[config.mk]
export PLATFORM = sky130hd
export DESIGN_NAME = segment_block_validity_tracker_unit
export DESIGN_NICKNAME = d
export VERILOG_FILES = /design/src/rtl/sbvt_pkg.sv /design/src/rtl/sbvt_slot_store.sv /design/src/rtl/segment_block_validity_tracker_unit.sv
export SDC_FILE = /design/constraint.sdc
export NUM_CORES = 2
export LEC_CHECK = 0
export BUFFER_PORTS_ARGS = -buffer_cell sky130_fd_sc_hd__buf_4
export CORE_MARGIN = 3
export CORE_UTILIZATION = 50
export DETAILED_ROUTE_END_ITERATION = 10
export HOLD_SLACK_MARGIN = 0.12
export PLACE_DENSITY = 0.68
export SYNTH_ARGS = -nofsm -noshare
export SYNTH_HDL_FRONTEND = slang
export SYNTH_SLANG_ARGS = --single-unit
[constraint.sdc]
create_clock -name i_clk -period 4.52 [get_ports i_clk]
set_input_delay 0.678 -clock i_clk [delete_from_list [all_inputs] [get_ports i_clk]]
set_output_delay 0.678 -clock i_clk [all_outputs]
set_load 0.01 [all_outputs]
[src/rtl/sbvt_pkg.sv]
// Shared types and constants of the segment block validity tracker.
// No dependencies; used by every module of the block by scoped names.
package sbvt_pkg;

    localparam int MAX_BLOCKS = 64;
    localparam int IDX_W      = 6;
    localparam int CNT_W      = 7;
    localparam int LBA_W      = 32;

    typedef enum logic [1:0] {
        OP_ALLOC = 2'd0,
        OP_INVAL = 2'd1,
        OP_READ  = 2'd2,
        OP_CLEAR = 2'd3
    } t_op;

    typedef enum logic [1:0] {
        STS_OK    = 2'd0,
        STS_FULL  = 2'd1,
        STS_RANGE = 2'd2
    } t_status;

    typedef enum logic [1:0] {
        BLK_FREE    = 2'd0,
        BLK_VALID   = 2'd1,
        BLK_INVALID = 2'd2
    } t_blk;

    // Slot table update for one processed item.
    typedef struct packed {
        logic             alloc_we;
        logic [IDX_W-1:0] alloc_idx;
        logic             inval_we;
        logic [IDX_W-1:0] inval_idx;
        logic             clear;
    } t_slot_cmd;

endpackage

[src/rtl/sbvt_slot_store.sv]
// Per-slot state flags and LBA memory of the segment validity tracker.
// Depends on sbvt_pkg.
module sbvt_slot_store #(
    parameter int LW = 32
) (
    input  logic                         i_clk,
    input  logic                         i_rst_n,
    input  sbvt_pkg::t_slot_cmd          i_cmd,
    input  logic [LW-1:0]                i_wr_lba,
    input  logic                         i_rd_en,
    input  logic [sbvt_pkg::IDX_W-1:0]   i_rd_idx,
    input  logic [sbvt_pkg::IDX_W-1:0]   i_st_idx,
    output sbvt_pkg::t_blk               o_st,
    output logic [LW-1:0]                o_rd_lba
);

    logic [sbvt_pkg::MAX_BLOCKS-1:0] r_valid;
    logic [sbvt_pkg::MAX_BLOCKS-1:0] r_inval;
    logic [LW-1:0]                   r_mem [sbvt_pkg::MAX_BLOCKS];
    logic [LW-1:0]                   r_rd_lba;
    logic                            fwd;

    // flags: segment clear wipes every slot
    always_ff @(posedge i_clk) begin
        if (!i_rst_n || i_cmd.clear) begin
            r_valid <= '0;
            r_inval <= '0;
        end else begin
            if (i_cmd.alloc_we) begin
                r_valid[i_cmd.alloc_idx] <= 1'b1;
                r_inval[i_cmd.alloc_idx] <= 1'b0;
            end
            if (i_cmd.inval_we) begin
                r_valid[i_cmd.inval_idx] <= 1'b0;
                r_inval[i_cmd.inval_idx] <= 1'b1;
            end
        end
    end

    always_ff @(posedge i_clk) begin
        if (i_cmd.alloc_we) begin
            r_mem[i_cmd.alloc_idx] <= i_wr_lba;
        end
    end

    // allocate landing on the slot being read in the same cycle: bypass
    assign fwd = i_cmd.alloc_we && (i_cmd.alloc_idx == i_rd_idx);

    always_ff @(posedge i_clk) begin
        if (i_rd_en) begin
            r_rd_lba <= fwd ? i_wr_lba : r_mem[i_rd_idx];
        end
    end

    always_comb begin
        if (r_valid[i_st_idx]) begin
            o_st = sbvt_pkg::BLK_VALID;
        end else if (r_inval[i_st_idx]) begin
            o_st = sbvt_pkg::BLK_INVALID;
        end else begin
            o_st = sbvt_pkg::BLK_FREE;
        end
    end

    assign o_rd_lba = r_rd_lba;

endmodule

[src/rtl/segment_block_validity_tracker_unit.sv]
// Throughput: 1 item per cycle while the result channel is not stalled.
// The slot LBA memory is read at the accept edge; slot flags and counters are
// updated as the item moves from the input register to the result register.
// Synchronous active-low reset: all slots free, counters zero, capacity 64,
// pipeline empty. The LBA memory is not cleared (free slots read as LBA 0).
// Top level of the segment validity tracker; depends on sbvt_pkg, sbvt_slot_store.
module segment_block_validity_tracker_unit #(
    parameter int LBA_BITS = 32
) (
    input  logic                          i_clk,
    input  logic                          i_rst_n,
    // item input channel
    input  logic                          i_valid,
    output logic                          o_stall,
    input  logic [1:0]                    i_op,
    input  logic [sbvt_pkg::LBA_W-1:0]    i_lba,
    input  logic [sbvt_pkg::IDX_W-1:0]    i_block_index,
    // result channel
    output logic                          o_valid,
    input  logic                          i_stall,
    output logic [1:0]                    o_status,
    output logic [sbvt_pkg::IDX_W-1:0]    o_alloc_index,
    output logic [1:0]                    o_block_state,
    output logic [sbvt_pkg::LBA_W-1:0]    o_block_lba,
    output logic [sbvt_pkg::CNT_W-1:0]    o_valid_count,
    output logic [sbvt_pkg::CNT_W-1:0]    o_invalid_count,
    output logic [sbvt_pkg::CNT_W-1:0]    o_free_count,
    // capacity register write channel
    input  logic                          i_cfg_valid,
    output logic                          o_cfg_ready,
    input  logic [sbvt_pkg::CNT_W-1:0]    i_cfg_data
);

    // stored LBA width: never wider than the port
    localparam int LW = (LBA_BITS < sbvt_pkg::LBA_W) ? LBA_BITS : sbvt_pkg::LBA_W;

    // capacity register
    logic [sbvt_pkg::CNT_W-1:0] r_cap;
    logic [sbvt_pkg::CNT_W-1:0] cap;

    // input register (stage A)
    logic                        r_a_valid;
    logic [1:0]                  r_a_op;
    logic [LW-1:0]               r_a_lba;
    logic [sbvt_pkg::IDX_W-1:0]  r_a_idx;

    // segment counters
    logic [sbvt_pkg::CNT_W-1:0]  r_wp, n_wp;
    logic [sbvt_pkg::CNT_W-1:0]  r_vcnt, n_vcnt;
    logic [sbvt_pkg::CNT_W-1:0]  r_icnt, n_icnt;

    // result register
    logic                        r_o_valid;
    sbvt_pkg::t_status           r_o_status, n_status;
    logic [sbvt_pkg::IDX_W-1:0]  r_o_alloc, n_alloc;
    sbvt_pkg::t_blk              r_o_bst, n_bst;
    logic [sbvt_pkg::LBA_W-1:0]  r_o_blba, n_blba;
    logic [sbvt_pkg::CNT_W-1:0]  r_o_vcnt, r_o_icnt, r_o_free, n_free;

    logic                        accept;
    logic                        advance;
    logic                        in_range;
    sbvt_pkg::t_slot_cmd         cmd, cmd_q;
    sbvt_pkg::t_blk              slot_st;
    logic [LW-1:0]               rd_lba;

    // stage A moves on when the result register is empty or being drained
    assign advance = r_a_valid && (!r_o_valid || !i_stall);
    assign o_stall = r_a_valid && !advance;
    assign accept  = i_valid && !o_stall;

    assign o_cfg_ready = 1'b1;

    always_ff @(posedge i_clk) begin
        if (!i_rst_n) begin
            r_cap <= sbvt_pkg::CNT_W'(sbvt_pkg::MAX_BLOCKS);
        end else if (i_cfg_valid) begin
            r_cap <= i_cfg_data;
        end
    end

    // capacity above the table depth saturates
    assign cap = (r_cap > sbvt_pkg::CNT_W'(sbvt_pkg::MAX_BLOCKS)) ?
                 sbvt_pkg::CNT_W'(sbvt_pkg::MAX_BLOCKS) : r_cap;

    always_ff @(posedge i_clk) begin
        if (!i_rst_n) begin
            r_a_valid <= 1'b0;
        end else if (accept) begin
            r_a_valid <= 1'b1;
        end else if (advance) begin
            r_a_valid <= 1'b0;
        end
    end

    always_ff @(posedge i_clk) begin
        if (accept) begin
            r_a_op  <= i_op;
            r_a_lba <= i_lba[LW-1:0];
            r_a_idx <= i_block_index;
        end
    end

    sbvt_slot_store #(
        .LW (LW)
    ) u_store (
        .i_clk    (i_clk),
        .i_rst_n  (i_rst_n),
        .i_cmd    (cmd_q),
        .i_wr_lba (r_a_lba),
        .i_rd_en  (accept),
        .i_rd_idx (i_block_index),
        .i_st_idx (r_a_idx),
        .o_st     (slot_st),
        .o_rd_lba (rd_lba)
    );

    assign in_range = {1'b0, r_a_idx} < cap;

    // one pass over the item in stage A
    always_comb begin
        cmd       = '0;
        n_status  = sbvt_pkg::STS_OK;
        n_alloc   = '0;
        n_bst     = sbvt_pkg::BLK_FREE;
        n_blba    = '0;
        n_wp      = r_wp;
        n_vcnt    = r_vcnt;
        n_icnt    = r_icnt;
        cmd.alloc_idx = r_wp[sbvt_pkg::IDX_W-1:0];
        cmd.inval_idx = r_a_idx;
        case (sbvt_pkg::t_op'(r_a_op))
            sbvt_pkg::OP_ALLOC: begin
                if (r_wp >= cap) begin
                    n_status = sbvt_pkg::STS_FULL;
                end else begin
                    cmd.alloc_we = 1'b1;
                    n_alloc      = r_wp[sbvt_pkg::IDX_W-1:0];
                    n_wp         = r_wp + 1'b1;
                    n_vcnt       = r_vcnt + 1'b1;
                end
            end
            sbvt_pkg::OP_INVAL: begin
                if (!in_range) begin
                    n_status = sbvt_pkg::STS_RANGE;
                end else if (slot_st == sbvt_pkg::BLK_VALID) begin
                    cmd.inval_we = 1'b1;
                    if (r_vcnt != '0) begin
                        n_vcnt = r_vcnt - 1'b1;
                    end
                    n_icnt = r_icnt + 1'b1;
                end
            end
            sbvt_pkg::OP_READ: begin
                if (!in_range) begin
                    n_status = sbvt_pkg::STS_RANGE;
                end else begin
                    n_bst = slot_st;
                    if (slot_st != sbvt_pkg::BLK_FREE) begin
                        n_blba = sbvt_pkg::LBA_W'(rd_lba);
                    end
                end
            end
            sbvt_pkg::OP_CLEAR: begin
                cmd.clear = 1'b1;
                n_wp      = '0;
                n_vcnt    = '0;
                n_icnt    = '0;
            end
            default: begin
                n_status = sbvt_pkg::STS_OK;
            end
        endcase
        // slots not yet reached by the write pointer
        n_free = (cap > n_wp) ? (cap - n_wp) : '0;
    end

    // table updates only when the item actually leaves stage A
    assign cmd_q = advance ? cmd : '0;

    always_ff @(posedge i_clk) begin
        if (!i_rst_n) begin
            r_wp   <= '0;
            r_vcnt <= '0;
            r_icnt <= '0;
        end else if (advance) begin
            r_wp   <= n_wp;
            r_vcnt <= n_vcnt;
            r_icnt <= n_icnt;
        end
    end

    always_ff @(posedge i_clk) begin
        if (!i_rst_n) begin
            r_o_valid <= 1'b0;
        end else if (advance) begin
            r_o_valid <= 1'b1;
        end else if (!i_stall) begin
            r_o_valid <= 1'b0;
        end
    end

    always_ff @(posedge i_clk) begin
        if (advance) begin
            r_o_status <= n_status;
            r_o_alloc  <= n_alloc;
            r_o_bst    <= n_bst;
            r_o_blba   <= n_blba;
            r_o_vcnt   <= n_vcnt;
            r_o_icnt   <= n_icnt;
            r_o_free   <= n_free;
        end
    end

    assign o_valid         = r_o_valid;
    assign o_status        = r_o_status;
    assign o_alloc_index   = r_o_alloc;
    assign o_block_state   = r_o_bst;
    assign o_block_lba     = r_o_blba;
    assign o_valid_count   = r_o_vcnt;
    assign o_invalid_count = r_o_icnt;
    assign o_free_count    = r_o_free;

endmodule

==> results.txt <==
- DPL Wire Length: approximately 130000 microns
- Clock Power Share: 0.412
- In this run the most critical hold path is launched from i_rst_n.
- Met2 capacity usage during global routing: 0.397
- Top cells by area in the synthesized netlist: sky130_fd_sc_hd__edfxtp_1 (72%), sky130_fd_sc_hd__mux4_2 (17%), sky130_fd_sc_hd__dfxtp_1 (3.5%), sky130_fd_sc_hd__o21ai_0 (0.86%), sky130_fd_sc_hd__a21oi_1 (0.81%)
* Final non-filler cell area: between 0.1 and 0.15 sq mm
- The root buffer cell chosen for the clock tree is sky130_fd_sc_hd__clkbuf_16.
* Seq. cell area: roughly 0.07 sq mm
* Crit. End Element: register
- The flow ran to the end, and the final reports show no timing, DRC or antenna violations.
- Synthesis produced a netlist with a net count of roughly 4300.
- Number of top-level pins: between 100 and 150
- Data arrives at the worst endpoint at 4.73 ns.
- The path class of the tightest hold or removal check is primary input to register.
- Most utilized layer in the global route result: met2
* Area delta synth->final: 15.0%
- During synthesis, Yosys emitted a total of 0 warnings.
- The die is 432 microns wide.
- Synthesis handed over a netlist of 4180 instances.
* Final hold viol count: 0
- The max-slew violation count came to 0.
- Yosys mapped a number of flops with a built-in enable equal to 2183.
- Clock Skews: between 0.04 and 0.05 ns
- In the layout the commonest cells are sky130_fd_sc_hd__edfxtp_1 (2183), sky130_fd_sc_hd__mux4_2 (697), sky130_fd_sc_hd__buf_4 (299), sky130_fd_sc_hd__clkbuf_16 (225), sky130_fd_sc_hd__dfxtp_1 (158).
* Internal power: 35.1 mW
* Worst hold slack across all endpoints: about 0.18 ns
* Number of standard-cell rows in the floorplan: roughly 160
- Clock tree buffer depth: 3
- For this configuration, the core starts out at a cell density of 0.506.
* Worst setup path class: register to register
- Max-cap violations in this run came to 0.
- Standard cell core area: ~0.18 sq mm
* Fin crit period: 4.06 ns
* Worst slack, placed: approximately 0.30 ns
* Unrepaired setup endpoints after global routing: no
- Area after detailed placement: ~0.097 sq mm
- The first global-routing pass estimated 331000 microns of wire.
- Total grt overflow: 0
- Clock-pin slew was measured on the worst setup and hold paths at 0.06 ns.
* DIE AREA: 0.187 sq mm
- During placement, the flow inserted port buffers numbering roughly 120.
- Relative contribution of sequential cells to total power: 0.537
- In the finished design, the share of the clock period the worst path needs comes to 0.897.
- After detailed routing, the number of vias per cell comes to ~6.4.
- After layout, the worst setup slack is about 0.46 ns.
- DRC violation total after the first TritonRoute iteration: ~6500
- The average instance in the mapped netlist occupies approximately 22 sq um.
- Antenna violations before repair: 11
- Launching element type of the critical path: register
* GRT Overall Usage: 0.248
- FILL cells: 12700
- Entering global routing, the biggest net connects between 60 and 70 pins.
- For this run, global-route usage on met3 was measured as 0.0433.
- Dominant register cell in the synthesized netlist: sky130_fd_sc_hd__edfxtp_1
- Launch point of the worst reg-to-reg path: r_cap[6]
- For this run, design rule violations remaining after detail routing come to 0.
- The analysis attributes to net switching a power of about 9.4 mW.
- Final-stage net count: between 4000 and 5000
* Synth Register Bits: around 2300
- The worst-case IR drop observed on VDD is ~0.00042 V.
* Total Neg Setup Slack: 0 ns
* Overall routed net length: around 230000 microns
- Post-synthesis cell area: between 0.09 and 0.1 sq mm
* Cell taking the most area after synthesis: sky130_fd_sc_hd__edfxtp_1
- Leaving out fill and tap cells, the most frequent cell in the layout is sky130_fd_sc_hd__edfxtp_1.
- Portion of total power attributed to combinational logic: 0.051
* Worst Path Max Fanout: 7
* Detailed-routing iteration count for the pre-antenna-repair pass: 5
- Static leakage: between 30 and 40 nW
- Data on the critical path is required at its endpoint by roughly 5.2 ns.
- Count of endpoints failing setup in the final report: 0
- Of the cells placed in the final design, the portion with a size suffix greater than 1 is 0.315.
* Async set-reset flop share out of synthesis: 0
* H-tree Lvls: 4
- Headroom to the max-slew limit came out at 0.114.
* Final RePlAce weighted congestion: 0.853
- Worst Hold Depth: 3
* Fraction of synthesized cell area taken by the top area cell type: 0.722
- For this block, the via count after detailed routing is 45300.
- Setup Fix Bufs, Post-CTS: 0
- Sequential fraction of the synthesis area: 0.757
* CTS Buf Count: 223
* R2R depth: 18
- The most critical setup path has its startpoint at r_cap[6].
* DRT antenna net count: 0
- Highest attainable clock frequency: between 0.2 and 0.25 GHz
- In the final routed layout, each cell accounts on average for approximately 32 microns.
- Pin slew with the least headroom to its limit: between 1 and 1.5 ns
- Switching power share of the total: 0.211
* Clock sink count: 2341
- Global routing usage on met1: 0.354
* Later-pin clock latency in the skew report: roughly 0.9 ns
- In this run the power density over the cells is around 430 mW/mm^2.
- Height of the chip: about 430 microns
- Combined area of the multi-input logic cells: 0.0214 sq mm
- The netlist uses 65 different library cells.
* TritonCTS clock tree: built
- Vias in the first global route: approximately 45000
==> through the flow <==
| stage | util | power [mW] | cells |
|---|---|---|---|
| after floorplan | - | 25.7 | 4180 |
| after global placement | 0.539 | 26.5 | 6649 |
| after detailed placement | 0.539 | 26.6 | 6649 |
| after CTS | 0.581 | 44.7 | 7104 |
| final | 0.581 | 44.5 | 7107 |
| after global routing | 0.581 | 45.7 | 7104 |
==> synthesized netlist by cell type (7+ instances only) <==
library cell / n
sky130_fd_sc_hd__buf_2: 57
sky130_fd_sc_hd__nand2b_1: 9
sky130_fd_sc_hd__o31ai_1: 11
sky130_fd_sc_hd__edfxtp_1: 2183
sky130_fd_sc_hd__inv_1: 25
sky130_fd_sc_hd__nor3b_1: 7
sky130_fd_sc_hd__mux2_2: 33
sky130_fd_sc_hd__mux2i_1: 31
sky130_fd_sc_hd__ha_1: 29
sky130_fd_sc_hd__buf_6: 11
sky130_fd_sc_hd__and2_1: 40
sky130_fd_sc_hd__mux4_2: 697
sky130_fd_sc_hd__o211a_1: 10
sky130_fd_sc_hd__nor2b_1: 15
sky130_fd_sc_hd__and3_1: 7
sky130_fd_sc_hd__nand4_1: 12
sky130_fd_sc_hd__nor3_1: 16
sky130_fd_sc_hd__a22oi_1: 13
sky130_fd_sc_hd__clkbuf_1: 156
sky130_fd_sc_hd__a31oi_1: 10
sky130_fd_sc_hd__o211ai_1: 8
sky130_fd_sc_hd__buf_1: 23
sky130_fd_sc_hd__nor2_1: 103
sky130_fd_sc_hd__nand2_1: 107
sky130_fd_sc_hd__dfxtp_1: 158
sky130_fd_sc_hd__nand3_1: 25
sky130_fd_sc_hd__or4_1: 7
sky130_fd_sc_hd__a21oi_1: 147
sky130_fd_sc_hd__o21ai_0: 156
==> state kept, by name (all words and copies together), names as in the netlist <==
signal and count:
r_a_op 2, o_free_count 7, r_vcnt 7, o_invalid_count 7, u_store.r_valid 64, u_store.o_rd_lba 32
r_a_idx 6, u_store.r_mem 2048, r_a_valid 1, o_block_state 2, o_valid_count 7, u_store.r_inval 64
r_a_lba 32, r_cap 7, r_icnt 7, r_wp 7, o_status 2, o_alloc_index 6
o_valid 1, o_block_lba 32
==> routing by layer <==
metal,wire length (microns),part of all wire
met5,37,0.00016
met4,6720,0.029
met2,113000,0.49
met1,90000,0.39
met3,19600,0.085
==> logic make-up after synthesis <==
kind of cell | share of synthesized area
fa+ha+maj | 0.00422
flops | 0.757
xor+xnor | 0.000868
buf+inv | 0.0138
compound gates | 0.0239
other cells | 0.0000413
simple gates | 0.0202
mux | 0.180
==> what timing repair did <==
action                                  CTS  global route
endpoints found under the setup margin    0             7
hold endpoints to repair                 43             0
resized for setup                         0             7
hold buffers                             44             0
==> power by group through the flow <==
stage | clock, mW | combinational, mW | sequential (mW)
after global placement | 0 | 2.19 | 24.3
final | 18.3 | 2.25 | 23.9
after detailed placement | 0 | 2.22 | 24.4
after CTS | 18.6 | 2.26 | 23.9
after global routing | 19.4 | 2.38 | 23.9
after floorplan | 0 | 1.24 | 24.5
==> cell type report <==
class,count,area share
Sequential cell,2341,0.658
Multi-Input combinational cell,1558,0.205
Clock inverter,140,0.0129
Clock buffer,271,0.0558
Tap cell,2355,0.0282
Inverter,25,0.000923
Timing Repair Buffer,414,0.0391
Antenna cell,3,0.0000719
==> path summary, 6_finish.rpt <==
| path | slack (ns) | to |
|---|---|---|
| max | 0.46 | o_free_count[3] |
| min | 0.18 | r_vcnt[0] |
| max reg2reg | 0.46 | o_free_count[3] |
| min reg2reg | 0.47 | u_store.r_inval[18] |
==> worst max-delay path, cell delays in order, from the launching register on <==
cell and delay, ns:
sky130_fd_sc_hd__dfxtp_1 0.31, sky130_fd_sc_hd__inv_1 0.18, sky130_fd_sc_hd__nand2_1 0.14, sky130_fd_sc_hd__ha_1 0.31, sky130_fd_sc_hd__a21o_1 0.18, sky130_fd_sc_hd__a21o_1 0.19, sky130_fd_sc_hd__a211oi_2 0.23, sky130_fd_sc_hd__buf_4 0.16
sky130_fd_sc_hd__o21ai_0 0.20, sky130_fd_sc_hd__nor4_2 0.30, sky130_fd_sc_hd__buf_4 0.18, sky130_fd_sc_hd__xor2_1 0.13, sky130_fd_sc_hd__o21ai_0 0.10, sky130_fd_sc_hd__ha_1 0.36, sky130_fd_sc_hd__o21ai_0 0.13, sky130_fd_sc_hd__a21oi_1 0.19
sky130_fd_sc_hd__o21ai_1 0.11, sky130_fd_sc_hd__a21oi_2 0.22, sky130_fd_sc_hd__nor3b_1 0.24
Power figures use the tool's default switching activity.
